===== src/rtl/core/assert_macros.svh =====
// Assertion macros shared by the RTL.
`ifndef ASSERT_MACROS_SVH
`define ASSERT_MACROS_SVH

// Implication checked on every clock edge outside reset.
`define CHK_IMPL(lbl, clk_s, rst_n_s, ante, cons, msg) \
	lbl: assert property (@(posedge clk_s) disable iff (!rst_n_s) (ante) |-> (cons)) \
		else $error(msg);

// Next-cycle implication outside reset.
`define CHK_NEXT(lbl, clk_s, rst_n_s, ante, cons, msg) \
	lbl: assert property (@(posedge clk_s) disable iff (!rst_n_s) (ante) |=> (cons)) \
		else $error(msg);

`endif


===== src/rtl/core/cmc_pkg.sv =====
`default_nettype none
package cmc_pkg;
	localparam int MatrixDimDef = 4;
	localparam int FracBitsDef  = 16;
	localparam int AddrSpan     = 4;
	localparam int IdxW         = 2;
	localparam int ValW         = 32;
	localparam int AccW         = 64;
	localparam int QueueDepth   = 2;

	typedef enum logic [1:0] {
		CMD_LOAD_H = 2'd0,
		CMD_LOAD_S = 2'd1,
		CMD_COMPUTE = 2'd2,
		CMD_NOP = 2'd3
	} cmd_t;

	typedef enum logic [1:0] {
		ST_IDLE,
		ST_FETCH,
		ST_MAC,
		ST_EMIT
	} be_state_t;

	// One classified job from the front end.
	typedef struct packed {
		logic             is_load_h;
		logic             is_load_s;
		logic             is_compute;
		logic [IdxW-1:0]  row;
		logic [IdxW-1:0]  col;
		logic [ValW-1:0]  v_re;
		logic [ValW-1:0]  v_im;
		logic [ValW-1:0]  p_re;
		logic [ValW-1:0]  p_im;
	} job_t;

	function automatic logic [ValW-1:0] sat32(input logic signed [AccW-1:0] v,
		output logic clipped);
		logic signed [AccW-1:0] mx;
		logic signed [AccW-1:0] mn;
		mx = AccW'(64'sh7FFF_FFFF);
		mn = -AccW'(64'sh8000_0000);
		clipped = 1'b0;
		if (v > mx) begin
			clipped = 1'b1;
			return 32'h7FFF_FFFF;
		end else if (v < mn) begin
			clipped = 1'b1;
			return 32'h8000_0000;
		end
		return v[ValW-1:0];
	endfunction
endpackage
`default_nettype wire


===== src/rtl/core/cmc_front.sv =====
`default_nettype none
module cmc_front
	import cmc_pkg::*;
#(
	parameter int MatrixDim = MatrixDimDef
) (
	input  wire logic            clk,
	input  wire logic            arst_n,
	input  wire logic            in_valid,
	output logic                 in_ready,
	input  wire logic [1:0]      cmd,
	input  wire logic [IdxW-1:0] row,
	input  wire logic [IdxW-1:0] col,
	input  wire logic [ValW-1:0] v_re,
	input  wire logic [ValW-1:0] v_im,
	input  wire logic [ValW-1:0] p_re,
	input  wire logic [ValW-1:0] p_im,
	output logic                 job_valid,
	input  wire logic            job_ready,
	output job_t                 job
);
	localparam int EffDim = (MatrixDim < AddrSpan) ? MatrixDim : AddrSpan;
	localparam int PtrW   = $clog2(QueueDepth);

	job_t             fifo_q [QueueDepth];
	logic [PtrW-1:0]  wp_q, rp_q;
	logic [PtrW:0]    cnt_q;
	logic             in_rng, keep, push, pop;
	job_t             nj;

	always_comb begin
		in_rng = (32'(row) < EffDim) && (32'(col) < EffDim);
		nj = '0;
		nj.is_load_h  = (cmd == CMD_LOAD_H) && in_rng;
		nj.is_load_s  = (cmd == CMD_LOAD_S) && in_rng;
		nj.is_compute = (cmd == CMD_COMPUTE);
		nj.row  = row;
		nj.col  = col;
		nj.v_re = v_re;
		nj.v_im = v_im;
		nj.p_re = p_re;
		nj.p_im = p_im;
		keep = nj.is_load_h || nj.is_load_s || nj.is_compute;
	end

	assign in_ready  = (cnt_q != (PtrW+1)'(QueueDepth));
	assign push      = in_valid && in_ready && keep;
	assign job_valid = (cnt_q != '0);
	assign pop       = job_valid && job_ready;
	assign job       = fifo_q[rp_q];

	always_ff @(posedge clk) begin
		if (push) begin
			fifo_q[wp_q] <= nj;
		end
	end

	always_ff @(posedge clk or negedge arst_n) begin
		if (!arst_n) begin
			wp_q  <= '0;
			rp_q  <= '0;
			cnt_q <= '0;
		end else begin
			if (push) begin
				wp_q <= (32'(wp_q) == QueueDepth-1) ? '0 : wp_q + 1'b1;
			end
			if (pop) begin
				rp_q <= (32'(rp_q) == QueueDepth-1) ? '0 : rp_q + 1'b1;
			end
			cnt_q <= cnt_q + (PtrW+1)'(push) - (PtrW+1)'(pop);
		end
	end
endmodule
`default_nettype wire


===== config.mk =====
export PLATFORM = sky130hd
export DESIGN_NAME = cmc_front
export DESIGN_NICKNAME = d
export VERILOG_FILES = /design/src/rtl/core/assert_macros.svh /design/src/rtl/core/cmc_pkg.sv /design/src/rtl/core/cmc_front.sv
export SDC_FILE = /design/constraint.sdc
export NUM_CORES = 1
export LEC_CHECK = 0
export BUFFER_PORTS_ARGS = -buffer_cell sky130_fd_sc_hd__buf_4
export CAP_MARGIN = 0
export CORE_ASPECT_RATIO = 1.75
export CORE_MARGIN = 2
export CORE_UTILIZATION = 56
export CTS_CLUSTER_DIAMETER = 60
export DETAILED_ROUTE_END_ITERATION = 8
export PLACE_DENSITY = 0.82
export SYNTH_ARGS = -nofsm -noshare
export SYNTH_HDL_FRONTEND = slang
export SYNTH_SLANG_ARGS = --single-unit

===== constraint.sdc =====
create_clock -name clk -period 20.1 [get_ports clk]
set_clock_uncertainty 0.05 [all_clocks]
set_input_delay 5.025 -clock clk [delete_from_list [all_inputs] [get_ports clk]]
set_output_delay 5.025 -clock clk [all_outputs]
set_load 0.02 [all_outputs]

==> impl_metrics.tcl, run 1 <==
set metrics [dict create \
    outcome "finished clean" \
    cts.sinks 274 \
    antenna_found_initial 0 \
    final_area_um2 13200 \
    holdPathStages 1 \
    syn_inst 447 \
    std_cell_rows 65 \
    slew_headroom 0.315 \
    tightest_slew_ps 1030 \
    cp_cell_sequence "buf_4, mux2_2, buf_4" \
    nets 875 \
    reg2regPathDepth 3 \
    fin_crit_ps 8250 \
    seq_area_frac_synth 0.810 \
    finalHoldViolCount 0 \
    final_max_slew_viol_count 0 \
    vias_per_cell 5.28 \
    cts_tree "built" \
    cts_hold_buf 0 \
    drtPass1Iterations 4 \
    powerDensity_nw_per_um2 145 \
    synth_simple_gate_area_frac 0.00740 \
    synth-seq-cells 274 \
    die-area_um2 19200 \
    min_from "wp_q" \
    worst_path_largest_cell_delay_ps 1090 \
    crit_slowest_cell "dfrtp_4" \
    final_common_cell "buf_4" \
    final_antenna_net_count 0 \
    routed_wl_mm 20.7 \
    clk_path_buf_depth 3 \
    synth_xor_area_frac 0.00259 \
    grt_pass1_wl_mm 30.3 \
    clk_pin_slew_ps 70 \
    syn_nets 586 \
    synth_compound_area_frac 0.00333 \
    hold_class "register to register" \
    max_clock_freq_mhz 121 \
    clk_latency_ps 510 \
    setup_viol 0 \
    grtUsageTotal 0.208 \
    dp_hpwl_mm 14.0 \
    syn2layout_area_growth_pct 30.5 \
    cp-end-kind "output pin" \
    cp_num_buf_inv 2 \
    crit_start "rp_q" \
    mappedNetlistArea_um2 10100 \
    start_util 0.567 \
    worstPathMaxFanout 72 \
    die_x_um 106 \
    crit_family "flip-flops" \
    io_buffers 274 \
    placed_area_um2 12400 \
    synth.area.mux_share 0.165 \
    drive_above_1_share 0.610 \
    synthAdderAreaFrac 0.00123 \
    finalPower_w 0.00191 \
    cts_resized 0 \
    cap_violations 0 \
    ctsHtreeMaxLevel 1 \
    post_drt_wl_per_cell_um 20.9 \
    multi_input_area_um2 1830 \
    required_ps 15030 \
    core_um2 17900 \
    leakage_nw 5.03 \
    via_count 5215 \
    rsz0062_at_grt "false" \
    pin_count 275 \
    startpoint_type "register" \
    path_class "register to output pin" \
    fin_ws_ps 11850 \
    synth_top_family_by_area "multiplexers" \
    place.gp.congestion 0.810 \
    setup_tns_ps 0 \
    crit_arrival_ps 3180 \
    pre_cts_slack_ps 12340 \
    reg2reg_from "cnt_q[0]" \
    min_to "wp_q" \
    cpMostUsedCell "buf_4" \
    avgSynthCellArea_um2 22.7 \
    cts_setup_buffers 0 \
    regArea_um2 8210 \
    ir_drop_uv 109 \
    cts_root_buffer "clkbuf_16" \
    overflow 0 \
    drt_iter0_drc 244 \
    diodes 0 \
    post-route-period-util 0.411 \
    numCtsBuffers 24 \
    fill_cells 1072 \
    fin_util 0.740 \
    drc 0 \
    synthDistinctLibCells 21 \
    final_cell_mix "buf_4, edfxtp_1, mux2_2" \
    r2r_slack_ps 17260 \
    synth_warnings 0 \
    grt_max_degree 74 \
    grt_pass1_vias 5699 \
    die_y_um 182 \
    r2r-end "fifo_q[1][117]" \
]
synth_stat cells (all sizes together):
| cell | number | area [um^2] |
|---|---|---|
| ha | 1 | 12.5 |
| nand2 | 3 | 11.3 |
| and3 | 1 | 6.26 |
| xnor2 | 2 | 17.5 |
| nor2 | 3 | 11.3 |
| nor2b | 3 | 18.8 |
| xor2 | 1 | 8.76 |
| o21ai | 1 | 5.00 |
| buf | 15 | 113 |
| or2 | 1 | 6.26 |
| a21oi | 2 | 10.0 |
| nand3 | 1 | 5.00 |
| a21boi | 1 | 11.3 |
| nor3 | 1 | 10.0 |
| nand2b | 1 | 6.26 |
| a211oi | 1 | 7.51 |
| dfrtp | 4 | 100 |
| edfxtp | 270 | 8110 |
| mux2 | 135 | 1670 |
worst max-delay path by stage:
stage / to / slack (ps) / cells past startpoint
6_report: job[6] / 11850 / 3
5_1_grt: job[6] / 11710 / 3
4_1_cts: job[67] / 11780 / 3
3_5_place_dp: job[67] / 12340 / 3
3_3_place_gp: job[69] / 12420 / 3
2_1_floorplan: fifo_q[0][0] / 8460 / 3
through the flow:
| stage | instances | hold slack [ps] |
|---|---|---|
| 6_report | 988 | 518 |
| 4_1_cts | 988 | 520 |
| 2_1_floorplan | 447 | 410 |
| 3_5_place_dp | 944 | 513 |
| 3_3_place_gp | 944 | 491 |
| 5_1_grt | 988 | 559 |
registers in the layout, summed over array words and instances (netlist names):
| signal | flops |
|---|---|
| cnt_q | 2 |
| fifo_q | 270 |
| rp_q | 1 |
| wp_q | 1 |
logic make-up after synthesis:
group,after synthesis
fa+ha+maj,1
simple gates,14
mux,135
compound gates,5
flops,274
xor+xnor,3
buf+inv,15
worst register-to-register path: cells and delay by family, from the launching register on:
kind	cells	cell delay, ps
buffers and inverters	1	920
AND/OR/NAND/NOR	2	970
flip-flops	1	440
layout make-up:
| type | count | area share |
|---|---|---|
| Clock inverter | 19 | 0.0140 |
| Tap cell | 234 | 0.0221 |
| Multi-Input combinational cell | 158 | 0.138 |
| Timing Repair Buffer | 278 | 0.158 |
| Clock buffer | 25 | 0.0473 |
| Sequential cell | 274 | 0.621 |
layer usage:
| metal | global-route usage | share of wire | routed length [um] | up-vias |
|---|---|---|---|---|
| li1 | - | - | - | 2347 |
| met2 | 0.373 | 0.54 | 11200 | 240 |
| met5 | 0 | 0 | 0 | - |
| met3 | 0.0524 | 0.068 | 1420 | 73 |
| met1 | 0.213 | 0.32 | 6680 | 2555 |
| met4 | 0.132 | 0.065 | 1350 | 0 |
where the power goes:
part | internal (W) | switching (W) | leakage [nW]
Sequential | 0.000750 | 0.0000571 | 2.54
Combinational | 0.000306 | 0.000336 | 2.10
Clock | 0.000266 | 0.000197 | 0.395
Total | 0.00132 | 0.000590 | 5.03
Power figures use the tool's default switching activity.
==> inputs of run 2 (changes only) <==
--- a/config.mk
+++ b/config.mk
@@ -9,10 +9,10 @@
 export CAP_MARGIN = 0
 export CORE_ASPECT_RATIO = 1.75
 export CORE_MARGIN = 2
-export CORE_UTILIZATION = 56
+export CORE_UTILIZATION = 52
 export CTS_CLUSTER_DIAMETER = 60
 export DETAILED_ROUTE_END_ITERATION = 8
-export PLACE_DENSITY = 0.82
+export PLACE_DENSITY = 0.77
 export SYNTH_ARGS = -nofsm -noshare
 export SYNTH_HDL_FRONTEND = slang
 export SYNTH_SLANG_ARGS = --single-unit
==> constraint.sdc (replaced) <==
create_clock -name clk -period 8.61 [get_ports clk]
set_clock_uncertainty 0.05 [all_clocks]
set_input_delay 2.1525 -clock clk [delete_from_list [all_inputs] [get_ports clk]]
set_output_delay 2.1525 -clock clk [all_outputs]
set_load 0.02 [all_outputs]
==> run 2 against run 1 <==
Compared with the run above:
- setup slack lost 8000 ps
- flip-flop and latch count stayed put
- worst hold slack improved by 13 ps
- non-clock buffer count up 1
- final area shrank 0.29%
- critical path depth is the same
- sequential share of layout area rose by 0.18 points
- combinational power grew 140%
- register-to-register slack worse by 12000 ps
- clock-buffer cell count is 5 higher
- routed wire length shrank 2.4%
- critical path type unchanged
- critical endpoint is now job[39]
==> impl_metrics.tcl, run 2 (synthesis results as in run 1) <==
set metrics [dict create \
    outcome "finished clean" \
    cp-end-kind "output pin" \
    cts_setup_buffers 0 \
    slew_headroom 0.238 \
    final_area_um2 13200 \
    dp_hpwl_mm 14.1 \
    path_class "register to output pin" \
    switching_share 0.303 \
    core_um2 19100 \
    diodes 0 \
    holdPathStages 1 \
    nets 875 \
    largest_reg_flops 270 \
    cts_root_buffer "clkbuf_16" \
    setup_tns_ps 0 \
    drt_iter0_drc 224 \
    post_drt_wl_per_cell_um 20.4 \
    post-route-period-util 0.558 \
    final_antenna_net_count 0 \
    top_usage_layer "met2" \
    clk_pin_slew_ps 70 \
    placed_area_um2 12400 \
    startpoint_type "register" \
    powerDensity_nw_per_um2 335 \
    r2r_slack_ps 5620 \
    cap_violations 0 \
    drtPass1Iterations 4 \
    top_register "fifo_q" \
    finalHoldViolCount 0 \
    via_count 5111 \
    r2r-end "fifo_q[0][95]" \
    switching_power_w 0.00134 \
    internal-power_w 0.00308 \
    antenna_found_initial 0 \
    setup_viol 0 \
    die_y_um 189 \
    reg.largest.list "fifo_q (270), cnt_q (2)" \
    cts_tree "built" \
    use_met2 0.368 \
    max_clock_freq_mhz 208 \
    ir_drop_uv 265 \
    grt_max_degree 74 \
    io_buffers 274 \
    required_ps 6410 \
    final_cell_mix "buf_4, edfxtp_1, mux2_2" \
    pin_count 275 \
    finalPower_w 0.00442 \
    use_met1 0.186 \
    clk_latency_ps 490 \
    start_util 0.530 \
    fin_crit_ps 4800 \
    grt_pass1_wl_mm 29.3 \
    tightest_slew_ps 1140 \
    cp_cell_sequence "buf_4, mux2_2, buf_4" \
    place.gp.congestion 0.786 \
    whs_ps 531 \
    p_clk_frac 0.235 \
    cts_hold_buf 0 \
    leakage_nw 5.00 \
    numCtsBuffers 23 \
    cpMostUsedCell "buf_4" \
    final_common_cell "buf_4" \
    crit_arrival_ps 2600 \
    reg2reg_from "cnt_q[0]" \
    min_from "wp_q" \
    min_to "wp_q" \
    worst_path_largest_cell_delay_ps 740 \
    routed_wl_mm 20.2 \
    drive_above_1_share 0.601 \
    std_cell_rows 67 \
    grtUsageTotal 0.191 \
    crit_slowest_cell "dfrtp_4" \
    seqPwrFrac 0.417 \
    overflow 0 \
    cts_resized 0 \
    ctsHtreeMaxLevel 1 \
    die-area_um2 20700 \
    worstPathMaxFanout 59 \
    pwr-share-comb 0.348 \
    hold_class "register to register" \
    grt_pass1_vias 5578 \
    vias_per_cell 5.16 \
    clk_path_buf_depth 3 \
    syn2layout_area_growth_pct 30.1 \
    use_met3 0.0429 \
    reg2regPathDepth 4 \
    cts.sinks 274 \
    drc 0 \
    final_max_slew_viol_count 0 \
    pre_cts_slack_ps 3720 \
    rsz0062_at_grt "false" \
    fin_ws_ps 3810 \
    die_x_um 110 \
]
run 2: layout make-up:
cell class	instances	area, um^2
flip-flops and latches	274	8210
fillers	1252	5920
clock inverters	9	154
clock buffers	30	602
well taps	241	302
multi-input cells	158	1830
repair buffers	279	2090
run 2: per-layer routing:
metal	wire length (um)	vias up
li1	-	2344
met1	6270	2522
met2	11700	200
met3	1420	45
met4	835	0
met5	0	-
run 2: metrics by stage:
stage / util / std cells
4_1_cts: 0.690 / 991
2_1_floorplan: - / 447
5_1_grt: 0.690 / 991
3_3_place_gp: 0.651 / 952
3_5_place_dp: 0.651 / 952
6_report: 0.690 / 991
run 2: worst max path at each step:
| stage | slack [ps] | to | cells past startpoint | startpoint |
|---|---|---|---|---|
| 3_5_place_dp | 3720 | fifo_q[0][35] | 5 | cmd[0] |
| 6_report | 3810 | job[39] | 3 | rp_q |
| 4_1_cts | 3750 | job[39] | 3 | rp_q |
| 2_1_floorplan | 2120 | fifo_q[0][0] | 3 | in_valid |
| 3_3_place_gp | 3830 | fifo_q[0][94] | 5 | cmd[0] |
| 5_1_grt | 3680 | job[39] | 3 | rp_q |
run 2: power by group through the flow:
stage	Clock [W]	Sequential [W]	Combinational [W]
floorplan	0	0.00184	0.00101
global placement	0	0.00185	0.00153
detailed placement	0	0.00187	0.00156
CTS	0.00107	0.00184	0.00156
global route	0.00111	0.00187	0.00162
finish	0.00104	0.00184	0.00154
run 2: worst max-delay path, delay by kind of cell, from the launching register on:
family / cells / cell delay (ps)
multiplexers: 1 / 440
buffers and inverters: 2 / 850
flip-flops: 1 / 740
